--- config.mk ---
export PLATFORM = sky130hd
export DESIGN_NAME = buffered_uart_ring_buffers_unit
export DESIGN_NICKNAME = d
export VERILOG_FILES = /design/src/rtl/bur_pkg.sv /design/src/rtl/bur_ram.sv /design/src/rtl/buffered_uart_ring_buffers_unit.sv
export SDC_FILE = /design/constraint.sdc
export NUM_CORES = 1
export LEC_CHECK = 0
export BUFFER_PORTS_ARGS = -buffer_cell sky130_fd_sc_hd__buf_2
export CORE_MARGIN = 5
export CORE_UTILIZATION = 56
export DETAILED_ROUTE_END_ITERATION = 8
export PLACE_DENSITY_LB_ADDON = 0.1
export SYNTH_ARGS = -nofsm -noshare
export SYNTH_HDL_FRONTEND = slang
export SYNTH_SLANG_ARGS = --single-unit
--- constraint.sdc ---
create_clock -name clk -period 6.4 [get_ports clk]
set_input_delay 0.32 -clock clk [delete_from_list [all_inputs] [get_ports clk]]
set_output_delay 0.32 -clock clk [all_outputs]
set_load 0.05 [all_outputs]
--- src/rtl/bur_pkg.sv ---
package bur_pkg;

  typedef enum logic [1:0] {
    MODE_SERVICE = 2'd0,
    MODE_PUT     = 2'd1,
    MODE_GET     = 2'd2
  } mode_t;

  localparam int unsigned BYTE_W      = 8;
  localparam int unsigned COUNT_W     = 5;
  localparam int unsigned READ_W      = 16;
  localparam int unsigned IN_TDATA_W  = 16;
  localparam int unsigned OUT_TDATA_W = 32;

  localparam logic [READ_W-1:0] EMPTY_READ = 16'hFFFF;

endpackage

--- src/rtl/bur_ram.sv ---
module bur_ram #(
  parameter int unsigned WIDTH = 8,
  parameter int unsigned DEPTH = 16
) (
  input  logic                     clk,
  input  logic                     we,
  input  logic [$clog2(DEPTH)-1:0] waddr,
  input  logic [WIDTH-1:0]         wdata,
  input  logic                     re,
  input  logic [$clog2(DEPTH)-1:0] raddr,
  output logic [WIDTH-1:0]         rdata
);

  logic [WIDTH-1:0] mem [DEPTH];
  logic [WIDTH-1:0] rdata_r;

  always_ff @(posedge clk) begin
    if (we) begin
      mem[waddr] <= wdata;
    end
    if (re) begin
      rdata_r <= mem[raddr];
    end
  end

  assign rdata = rdata_r;

endmodule

--- src/rtl/buffered_uart_ring_buffers_unit.sv ---
// Receive and transmit byte rings between a serial port and a processor.
// Input channel (in_*): one transfer per operation. in_tdata carries mode
// (0 service, 1 put, 2 get), rx_flag, tx_flag and data_byte.
// Output channel (out_*): exactly one result transfer per input transfer,
// in order: tx_send, tx_byte, rx_dropped, put_count, tx_kick, read_value.
// Each ring lives in a RAM with a registered read; pointers and
// fill levels are in flops and update when the input transfer is taken, so
// the RAM write or read for an item is issued in its accept cycle.
// The result passes through the read stage and then the output register.
// Throughput: one item per cycle unless out_tready stalls, set by the single
// RAM access per ring per item and the one-entry stage awaiting read data.
// Reset empties both rings (pointers to zero); RAM contents are not cleared
// and are only read after being written.
// When out_tready is low the result holds, one more item may sit in the
// read stage, and in_tready then drops until the output drains.
module buffered_uart_ring_buffers_unit #(
  parameter int unsigned RING_DEPTH = 16
) (
  input  logic                               clk,
  input  logic                               rst_n,
  input  logic                               in_tvalid,
  output logic                               in_tready,
  // [1:0] mode, [2] rx_flag, [3] tx_flag, [11:4] data_byte, [15:12] zero
  input  logic [bur_pkg::IN_TDATA_W-1:0]     in_tdata,
  output logic                               out_tvalid,
  input  logic                               out_tready,
  // [0] tx_send, [8:1] tx_byte, [9] rx_dropped, [14:10] put_count,
  // [15] tx_kick, [31:16] read_value
  output logic [bur_pkg::OUT_TDATA_W-1:0]    out_tdata
);
  import bur_pkg::*;

  localparam int unsigned AW    = $clog2(RING_DEPTH);
  localparam int unsigned PTR_W = AW + 1;
  localparam logic [PTR_W-1:0] DEPTH_P = PTR_W'(RING_DEPTH);
  localparam logic [AW-1:0]    LAST_IX = AW'(RING_DEPTH - 1);

  logic [AW-1:0] rx_rix_r, rx_wix_r, tx_rix_r, tx_wix_r;
  logic          rx_rph_r, rx_wph_r, tx_rph_r, tx_wph_r;
  logic [AW-1:0] rx_rix_nxt, rx_wix_nxt, tx_rix_nxt, tx_wix_nxt;
  logic          rx_rph_nxt, rx_wph_nxt, tx_rph_nxt, tx_wph_nxt;

  logic [PTR_W-1:0] rx_fill, tx_fill;

  logic             s1_v_r, s1_send_r, s1_drop_r, s1_kick_r, s1_hit_r, s1_empty_r;
  logic [COUNT_W-1:0] s1_count_r;
  logic             s1_send_nxt, s1_drop_nxt, s1_kick_nxt, s1_hit_nxt, s1_empty_nxt;
  logic [COUNT_W-1:0] s1_count_nxt;

  logic                   out_v_r;
  logic [OUT_TDATA_W-1:0] out_d_r;
  logic [OUT_TDATA_W-1:0] out_d_nxt;

  logic               accept, load;
  mode_t              mode;
  logic               rx_flag, tx_flag;
  logic [BYTE_W-1:0]  data_byte;
  logic               rx_we, rx_re, tx_we, tx_re;
  logic [BYTE_W-1:0]  rx_rdata, tx_rdata;
  logic [BYTE_W-1:0]  tx_byte;
  logic [READ_W-1:0]  read_value;

  function automatic logic [PTR_W-1:0] fill_of(logic [AW-1:0] wix, logic wph,
                                               logic [AW-1:0] rix, logic rph);
    logic [PTR_W-1:0] res;
    if (wph == rph) begin
      res = PTR_W'(wix) - PTR_W'(rix);
    end else begin
      res = DEPTH_P + PTR_W'(wix) - PTR_W'(rix);
    end
    return res;
  endfunction

  assign rx_fill = fill_of(rx_wix_r, rx_wph_r, rx_rix_r, rx_rph_r);
  assign tx_fill = fill_of(tx_wix_r, tx_wph_r, tx_rix_r, tx_rph_r);

  assign load      = s1_v_r && (!out_v_r || out_tready);
  assign in_tready = !s1_v_r || load;
  assign accept    = in_tvalid && in_tready;

  assign mode      = mode_t'(in_tdata[1:0]);
  assign rx_flag   = in_tdata[2];
  assign tx_flag   = in_tdata[3];
  assign data_byte = in_tdata[11:4];

  always_comb begin
    rx_we        = 1'b0;
    rx_re        = 1'b0;
    tx_we        = 1'b0;
    tx_re        = 1'b0;
    s1_send_nxt  = 1'b0;
    s1_drop_nxt  = 1'b0;
    s1_kick_nxt  = 1'b0;
    s1_hit_nxt   = 1'b0;
    s1_empty_nxt = 1'b0;
    s1_count_nxt = '0;
    case (mode)
      MODE_SERVICE: begin
        rx_we       = rx_flag && (rx_fill < DEPTH_P);
        s1_drop_nxt = rx_flag && !(rx_fill < DEPTH_P);
        tx_re       = tx_flag && (tx_fill != '0);
        s1_send_nxt = tx_re;
      end
      MODE_PUT: begin
        tx_we        = tx_fill < DEPTH_P;
        s1_count_nxt = COUNT_W'(tx_fill);
        s1_kick_nxt  = 1'b1;
      end
      MODE_GET: begin
        rx_re        = rx_fill != '0;
        s1_hit_nxt   = rx_re;
        s1_empty_nxt = !rx_re;
      end
      default: begin
      end
    endcase
    rx_we = rx_we && accept;
    rx_re = rx_re && accept;
    tx_we = tx_we && accept;
    tx_re = tx_re && accept;

    rx_wix_nxt = rx_wix_r;  rx_wph_nxt = rx_wph_r;
    rx_rix_nxt = rx_rix_r;  rx_rph_nxt = rx_rph_r;
    tx_wix_nxt = tx_wix_r;  tx_wph_nxt = tx_wph_r;
    tx_rix_nxt = tx_rix_r;  tx_rph_nxt = tx_rph_r;
    if (rx_we) begin
      rx_wix_nxt = (rx_wix_r == LAST_IX) ? '0 : rx_wix_r + AW'(1);
      rx_wph_nxt = rx_wph_r ^ (rx_wix_r == LAST_IX);
    end
    if (rx_re) begin
      rx_rix_nxt = (rx_rix_r == LAST_IX) ? '0 : rx_rix_r + AW'(1);
      rx_rph_nxt = rx_rph_r ^ (rx_rix_r == LAST_IX);
    end
    if (tx_we) begin
      tx_wix_nxt = (tx_wix_r == LAST_IX) ? '0 : tx_wix_r + AW'(1);
      tx_wph_nxt = tx_wph_r ^ (tx_wix_r == LAST_IX);
    end
    if (tx_re) begin
      tx_rix_nxt = (tx_rix_r == LAST_IX) ? '0 : tx_rix_r + AW'(1);
      tx_rph_nxt = tx_rph_r ^ (tx_rix_r == LAST_IX);
    end
  end

  bur_ram #(.WIDTH(BYTE_W), .DEPTH(RING_DEPTH)) u_rx_ram (
    .clk   (clk),
    .we    (rx_we),
    .waddr (rx_wix_r),
    .wdata (data_byte),
    .re    (rx_re),
    .raddr (rx_rix_r),
    .rdata (rx_rdata)
  );

  bur_ram #(.WIDTH(BYTE_W), .DEPTH(RING_DEPTH)) u_tx_ram (
    .clk   (clk),
    .we    (tx_we),
    .waddr (tx_wix_r),
    .wdata (data_byte),
    .re    (tx_re),
    .raddr (tx_rix_r),
    .rdata (tx_rdata)
  );

  always_comb begin
    tx_byte = s1_send_r ? tx_rdata : '0;
    if (s1_hit_r) begin
      read_value = {{(READ_W - BYTE_W){1'b0}}, rx_rdata};
    end else if (s1_empty_r) begin
      read_value = EMPTY_READ;
    end else begin
      read_value = '0;
    end
    out_d_nxt = {read_value, s1_kick_r, s1_count_r, s1_drop_r, tx_byte, s1_send_r};
  end

  always_ff @(posedge clk) begin
    if (!rst_n) begin
      rx_rix_r <= '0;  rx_rph_r <= 1'b0;
      rx_wix_r <= '0;  rx_wph_r <= 1'b0;
      tx_rix_r <= '0;  tx_rph_r <= 1'b0;
      tx_wix_r <= '0;  tx_wph_r <= 1'b0;
      s1_v_r   <= 1'b0;
      out_v_r  <= 1'b0;
    end else begin
      rx_rix_r <= rx_rix_nxt;  rx_rph_r <= rx_rph_nxt;
      rx_wix_r <= rx_wix_nxt;  rx_wph_r <= rx_wph_nxt;
      tx_rix_r <= tx_rix_nxt;  tx_rph_r <= tx_rph_nxt;
      tx_wix_r <= tx_wix_nxt;  tx_wph_r <= tx_wph_nxt;
      if (accept) begin
        s1_v_r <= 1'b1;
      end else if (load) begin
        s1_v_r <= 1'b0;
      end
      if (load) begin
        out_v_r <= 1'b1;
      end else if (out_tready) begin
        out_v_r <= 1'b0;
      end
    end
  end

  always_ff @(posedge clk) begin
    if (accept) begin
      s1_send_r  <= s1_send_nxt;
      s1_drop_r  <= s1_drop_nxt;
      s1_kick_r  <= s1_kick_nxt;
      s1_hit_r   <= s1_hit_nxt;
      s1_empty_r <= s1_empty_nxt;
      s1_count_r <= s1_count_nxt;
    end
    if (load) begin
      out_d_r <= out_d_nxt;
    end
  end

  assign out_tvalid = out_v_r;
  assign out_tdata  = out_d_r;

  a_rx_fill_bound: assert property (@(posedge clk) disable iff (!rst_n)
    rx_fill <= DEPTH_P) else $error("rx ring fill above depth");

  a_tx_fill_bound: assert property (@(posedge clk) disable iff (!rst_n)
    tx_fill <= DEPTH_P) else $error("tx ring fill above depth");

  a_idle_tx_byte: assert property (@(posedge clk) disable iff (!rst_n)
    (out_v_r && !out_d_r[0]) |-> (out_d_r[8:1] == '0))
    else $error("tx_byte set without tx_send");

  a_stage_moves: assert property (@(posedge clk) disable iff (!rst_n)
    load |=> out_v_r) else $error("result lost between stage and output");

endmodule

==> out/metrics.cfg, run 1 <==
[status]
status=completed

[cells_and_area]
antenna_cells=0
areaGrowthSynthToFinish_pct=12.2
finalNetCount=849
drive_above_1_share_pct=21.9

[floorplanning]
die_h_um=163
die_area_um2=26700
rows=56
core_area_um2=23300
initial_core_util_pct=56.5
ioPinCount=54
die_w_um=163

[route]
postRouteAntennaNets=0
drt-met1-wl_mm=10.4
viasPerCell=5.83
dr_wl_met3_mm=1.77
top_layer_used=met4
routed_wl_mm=25.0
remaining_drc_errors=0
route.vias.total=6717
drt_pass1_iterations=5
drt_iter0_drc=554
wl_met2_mm=12.2
wire_per_inst_um=21.7

[sta]
worst_slew_pin_slew_ns=1.29
post-route-period-util_pct=64.5
fin_setup_tns_ns=0
timing.final.max_slew_violations=0
slew_headroom_pct=13.5
rsz0062_at_grt=false
fin_skew_ns=0.00891
fmax_ghz=0.242
setup_viol=0
hold_slack_ns=0.101
finalHoldViolations=0
layout_min_cycle_time_ns=4.13

[global_routing]
antenna_found_initial=0
grt_max_degree=39
grt_pass1_vias=6928
grtUsageTotal_pct=19.3
grt_pass1_wl_mm=38.8
grt.overflow.total=0

[clocking]
clockBufferDepth=3
cts.htree.levels=2
cts_tree=built
cts_hold_buffers=0
cts_root_buf=clkbuf_16
clkLatencyLatePin_ns=0.50
cts.repair.resized=0
clkSlewWorstSetupHoldPaths_ns=0.06
cts_made_buffers=34
cts_setup_buffers=0
clock_sinks=329

[synth]
synth-edff-count=307
synth_area_um2=13200
postSynthCellCount=759
synthTopCellsByArea=edfxtp_1 70%, mux4_2 11%, dfxtp_1 3.3%
syn-mean-instance-area_um2=17.4
synthFlopType=edfxtp_1
synthesis.nets=799
synth.most_common_cell=edfxtp_1
seq_area_frac_synth_pct=73.2
async_reset_ff_share_pct=0
ys_top_cells_by_count=307 x edfxtp_1, 105 x nand2_1, 64 x mux4_2
yosysTopAreaCell=edfxtp_1
synth_cell_types=47
yosys_warnings=0
ys_ff_latch=329
synth_top_area_share_pct=69.9

[placement]
port_buffers=49
gp_congestion=0.818
place_hpwl_mm=15.5

[setup_path]
crit_path_max_fanout=38
worst_ep_arrival_time_ns=4.23
critical_path_class=flip-flop to flip-flop
end_kind=flip-flop
worstPathRequired_ns=6.50
startpoint_type=flip-flop

[hold_path]
hold_path_class=primary input to flip-flop

[power_and_ir_drop]
total_power_w=0.00446
peakVddDrop_mv=0.180
powerDensity_nw_per_um2=301
p_leak_nw=4.90

[job]
maxCapViolations=0

## final timing paths
kind                from                 end  slack (ns)  cells after the start
min reg2reg    s1_kick_r       out_tdata[15]        0.42                      0
max reg2reg  rx_rix_r[0]  u_rx_ram.mem[0][7]        2.27                      9
max          rx_rix_r[0]  u_rx_ram.mem[0][7]        2.27                      9
min            in_tvalid              s1_v_r        0.10                      3
## area by class of cell
cell class,instances,area [µm²]
clock buffers,40,937
flip-flops and latches,329,9660
inverters,18,67.6
fillers,1632,8530
multi-input cells,371,3260
well taps,319,399
clock inverters,21,181
repair buffers,55,290
## cell families after synthesis
logic type / Yosys count / synth area share [%]
adders and majority gates: 20 / 2.01
DFF: 329 / 73.2
xor gates and xnor gates: 11 / 0.844
AOI/OAI and AO/OA: 50 / 2.66
muxes: 69 / 11.3
and+or+nand+nor: 221 / 7.88
buffers and inverters: 59 / 2.08
## power by group
| part | total, W | internal, W | switching (W) |
|---|---|---|---|
| Combinational | 0.000142 | 0.0000349 | 0.000107 |
| Sequential | 0.00237 | 0.00237 | 0.00000652 |
| Clock | 0.00194 | 0.00117 | 0.000775 |
## flip-flops by register name, summed over array words and instances, names as in the netlist, 4 cells and up
register / flops
out_tdata: 25
u_rx_ram.rdata: 8
u_tx_ram.mem: 128
u_rx_ram.mem: 128
rx_wix_r: 4
tx_wix_r: 4
rx_rix_r: 4
tx_rix_r: 4
u_tx_ram.rdata: 8
s1_count_r: 5
## metrics by stage
step                cell area (µm²)  setup WS, ns  std cells  util (%)
floorplan                     13200          2.89        759         -
global placement              13700          2.43       1092      58.6
detailed placement            13700          2.23       1092      58.6
CTS                           14800          2.20       1153      63.4
global route                  14800          1.95       1153      63.4
finish                        14800          2.27       1153      63.4
## critical path, stage by stage (launching register included)
cell	delay, ns
dfxtp_2	0.31
buf_4	0.33
ha_1	0.33
fa_1	0.39
nand2b_1	0.16
a21oi_1	0.31
xnor2_2	0.21
nor3_4	0.44
nand2_1	0.21
nor3_1	1.01
## placed cells by master (no fill, tap or decap), drive strengths merged, types with 2 or more instances in the layout
master,Yosys,layout
nor3,10,10
nor4,2,2
o21ai,6,6
nand3b,4,4
a31oi,19,19
nand2,105,105
mux4,64,64
a21oi,13,13
and3,19,19
nand4,2,2
nand2b,10,10
clkinv,2,17
o21a,2,2
ha,18,18
mux2i,5,5
buf,20,55
and2,13,13
nor2b,7,7
edfxtp,307,307
a41o,2,2
fa,2,2
nand3,8,8
xor2,6,6
dfxtp,22,22
a21boi,2,2
xnor2,5,5
bufinv,0,3
nor2,38,38
clkinvlp,0,3
clkbuf,21,40
inv,16,16
## routing by layer
layer	vias to the layer above	global-route usage [%]
met5	-	0
met4	0	5.60
met3	51	3.71
met2	242	31.4
met1	3395	27.0
li1	3029	-
No activity file was read; power rests on OpenSTA's default activity.
==> run 2, diff against run 1 <==
Settings changed: CORE_UTILIZATION 56 to 55.
Clock period 6.4 ns to 3.7 ns, I/O delays scaled along.
==> out/metrics.cfg, run 2 (synthesized netlist as in run 1, its figures left out) <==
[setup_path]
worst_ep_arrival_time_ns=3.51  ; -0.72 ns
reg2reg_depth=10  ; +1
cp_num_buf_inv=2  ; +1
crit_path_max_fanout=8  ; -79%
critical_path_class=flip-flop to flip-flop
worst_path_max_delay_cell=dfxtp_1
crit_family=simple AND/OR/NAND/NOR gates
reg2reg_setup_slack_ns=0.39  ; -1.88 ns
r2r_start=rx_wix_r[0]
worstPathRequired_ns=3.90  ; -2.60 ns
worst_path_largest_cell_delay_ns=0.46  ; -0.55 ns
end_kind=flip-flop
timing.rr.end=u_rx_ram.mem[0][1]
path_cells=inv_1 -> ha_1 -> fa_1 -> nand2b_1 -> a21oi_1 -> xnor2_2 -> nor3_4 -> nand2_1 -> nor3_1 -> buf_4
startpoint_type=flip-flop

[floorplanning]
die_h_um=165  ; +0.85%
die_area_um2=27200  ; +1.7%
ioPinCount=54  ; unchanged
initial_core_util_pct=56.0  ; -0.50 points
core_area_um2=23500  ; +0.90%
die_w_um=165  ; +0.85%
rows=56  ; unchanged

[cells_and_area]
final_common_cell=edfxtp_1
finalNetCount=884  ; +4.1%
layout_common_cells=307 x edfxtp_1, 105 x nand2_1, 64 x mux4_2
fin_area_um2=15000  ; +1.4%
areaGrowthSynthToFinish_pct=13.7
post-route-util_pct=63.7  ; +0.30 points
drive_above_1_share_pct=24.5  ; +2.5 points
layoutNonFillerInstCount=1189  ; +3.1%
antenna_cells=0  ; unchanged

[route]
drt_pass1_iterations=5  ; unchanged
routed_wl_mm=25.4  ; +1.4%
drt_iter0_drc=622  ; +12%
wire_per_inst_um=21.4  ; -1.7%
remaining_drc_errors=0  ; unchanged
viasPerCell=5.75  ; -1.3%
route.vias.total=6834  ; +1.7%
postRouteAntennaNets=0  ; unchanged

[clocking]
cts_root_buf=clkbuf_16
cts_tree=built
clock_sinks=329  ; unchanged
cts.repair.resized=0  ; unchanged
cts_made_buffers=35  ; +2.9%
cts_hold_buffers=1  ; +1
clockBufferDepth=3  ; unchanged
clkLatencyLatePin_ns=0.50  ; about the same
cts_setup_buffers=0  ; unchanged
cts.htree.levels=2  ; unchanged
clkSlewWorstSetupHoldPaths_ns=0.06  ; about the same

[power_and_ir_drop]
seqPwrFrac_pct=54.4  ; +1.2 points
p_leak_nw=5.07  ; +3.3%
peakVddDrop_mv=0.277  ; +54%
power_frac_clock_pct=42.4  ; -1.2 points
powerDensity_nw_per_um2=504  ; +67%
pwr-share-comb_pct=3.3  ; about the same
p_int_w=0.00605  ; +69%
switching_share_pct=20.0  ; +0.052 points
switchingPower_w=0.00151  ; +70%

[sta]
slew_headroom_pct=24.1  ; +11 points
worst_slew_pin_slew_ns=1.13  ; -0.154 ns
post-route-period-util_pct=89.5  ; +25 points
fin_skew_ns=0.0112  ; +0.00225 ns
finalHoldViolations=0  ; unchanged
hold_slack_ns=0.0337  ; -0.0670 ns
timing.final.max_slew_violations=0  ; unchanged
setup_viol=0  ; unchanged
layout_min_cycle_time_ns=3.31  ; -0.818 ns
fin_setup_tns_ns=0  ; unchanged
fmax_ghz=0.302  ; +25%
rsz0062_at_grt=false

[hold_path]
whs_endpoint=out_tvalid
hold_path_class=primary input to flip-flop
hold_depth=3  ; unchanged
holdCritStartpoint=out_tready

[global_routing]
antenna_found_initial=0  ; unchanged
grt_max_degree=38  ; -2.6%
grtUsageTotal_pct=19.4  ; +0.11 points
grt_pass1_vias=7026  ; +1.4%
grt.overflow.total=0  ; unchanged
grt_pass1_wl_mm=39.6  ; +1.9%

[placement]
gp_congestion=0.801  ; -2.1%
numPlacedInstances=1125  ; +3.0%
port_buffers=49  ; unchanged
place_area_um2=13900  ; +1.8%
place_hpwl_mm=15.8  ; +2.0%

[job]
maxCapViolations=0  ; unchanged

[status]
status=completed

run 2: power groups by stage:
stage	sequential, W	combinational, W	clock [W]
after floorplan	0.00423	0.000110	0
after global placement	0.00419	0.000241	0
after detailed placement	0.00419	0.000248	0
after CTS	0.00411	0.000250	0.00328
after global routing	0.00411	0.000266	0.00345
final	0.00411	0.000246	0.00320
run 2: through the flow:
stage | setup slack (ns) | total power [W]
2_1_floorplan | 0.195 | 0.00434
3_3_place_gp | 0.624 | 0.00443
3_5_place_dp | 0.496 | 0.00444
4_1_cts | 0.408 | 0.00764
5_1_grt | 0.148 | 0.00783
6_report | 0.389 | 0.00756
run 2: final cells by class:
type	count	area, µm²
clock inverters	12	56.3
fillers	1635	8540
multi-input cells	371	3260
inverters	18	67.6
clock buffers	51	1010
repair buffers	89	548
well taps	319	399
flip-flops and latches	329	9660
run 2: routing by layer:
layer  share of wire [%]  wire length [µm]  up-vias  GRT usage, %
met3                 5.7              1440       40          3.52
met4                 1.8               454        0          4.69
li1                    -                 -     3096             -
met1                  43             10900     3509          27.6
met2                  49             12600      189          31.7
met5                   0                 0        -             0
run 2: tightest hold or removal path, delay by kind of cell:
family | cells | cell delay [ns]
simple gates | 1 | 0.05
compound gates | 1 | 0.16
buf+inv | 1 | 0.08
run 2: worst max path at each step:
| stage | startpoint | end | depth (start not counted) |
|---|---|---|---|
| 5_1_grt | rx_wix_r[0] | u_rx_ram.mem[0][7] | 10 |
| 6_report | rx_wix_r[0] | u_rx_ram.mem[0][1] | 10 |
| 3_3_place_gp | rx_wix_r[0] | u_rx_ram.mem[3][5] | 10 |
| 3_5_place_dp | rx_wix_r[0] | u_rx_ram.mem[0][7] | 10 |
| 2_1_floorplan | rx_rix_r[2] | u_rx_ram.mem[3][0] | 12 |
| 4_1_cts | rx_wix_r[0] | u_rx_ram.mem[0][1] | 10 |
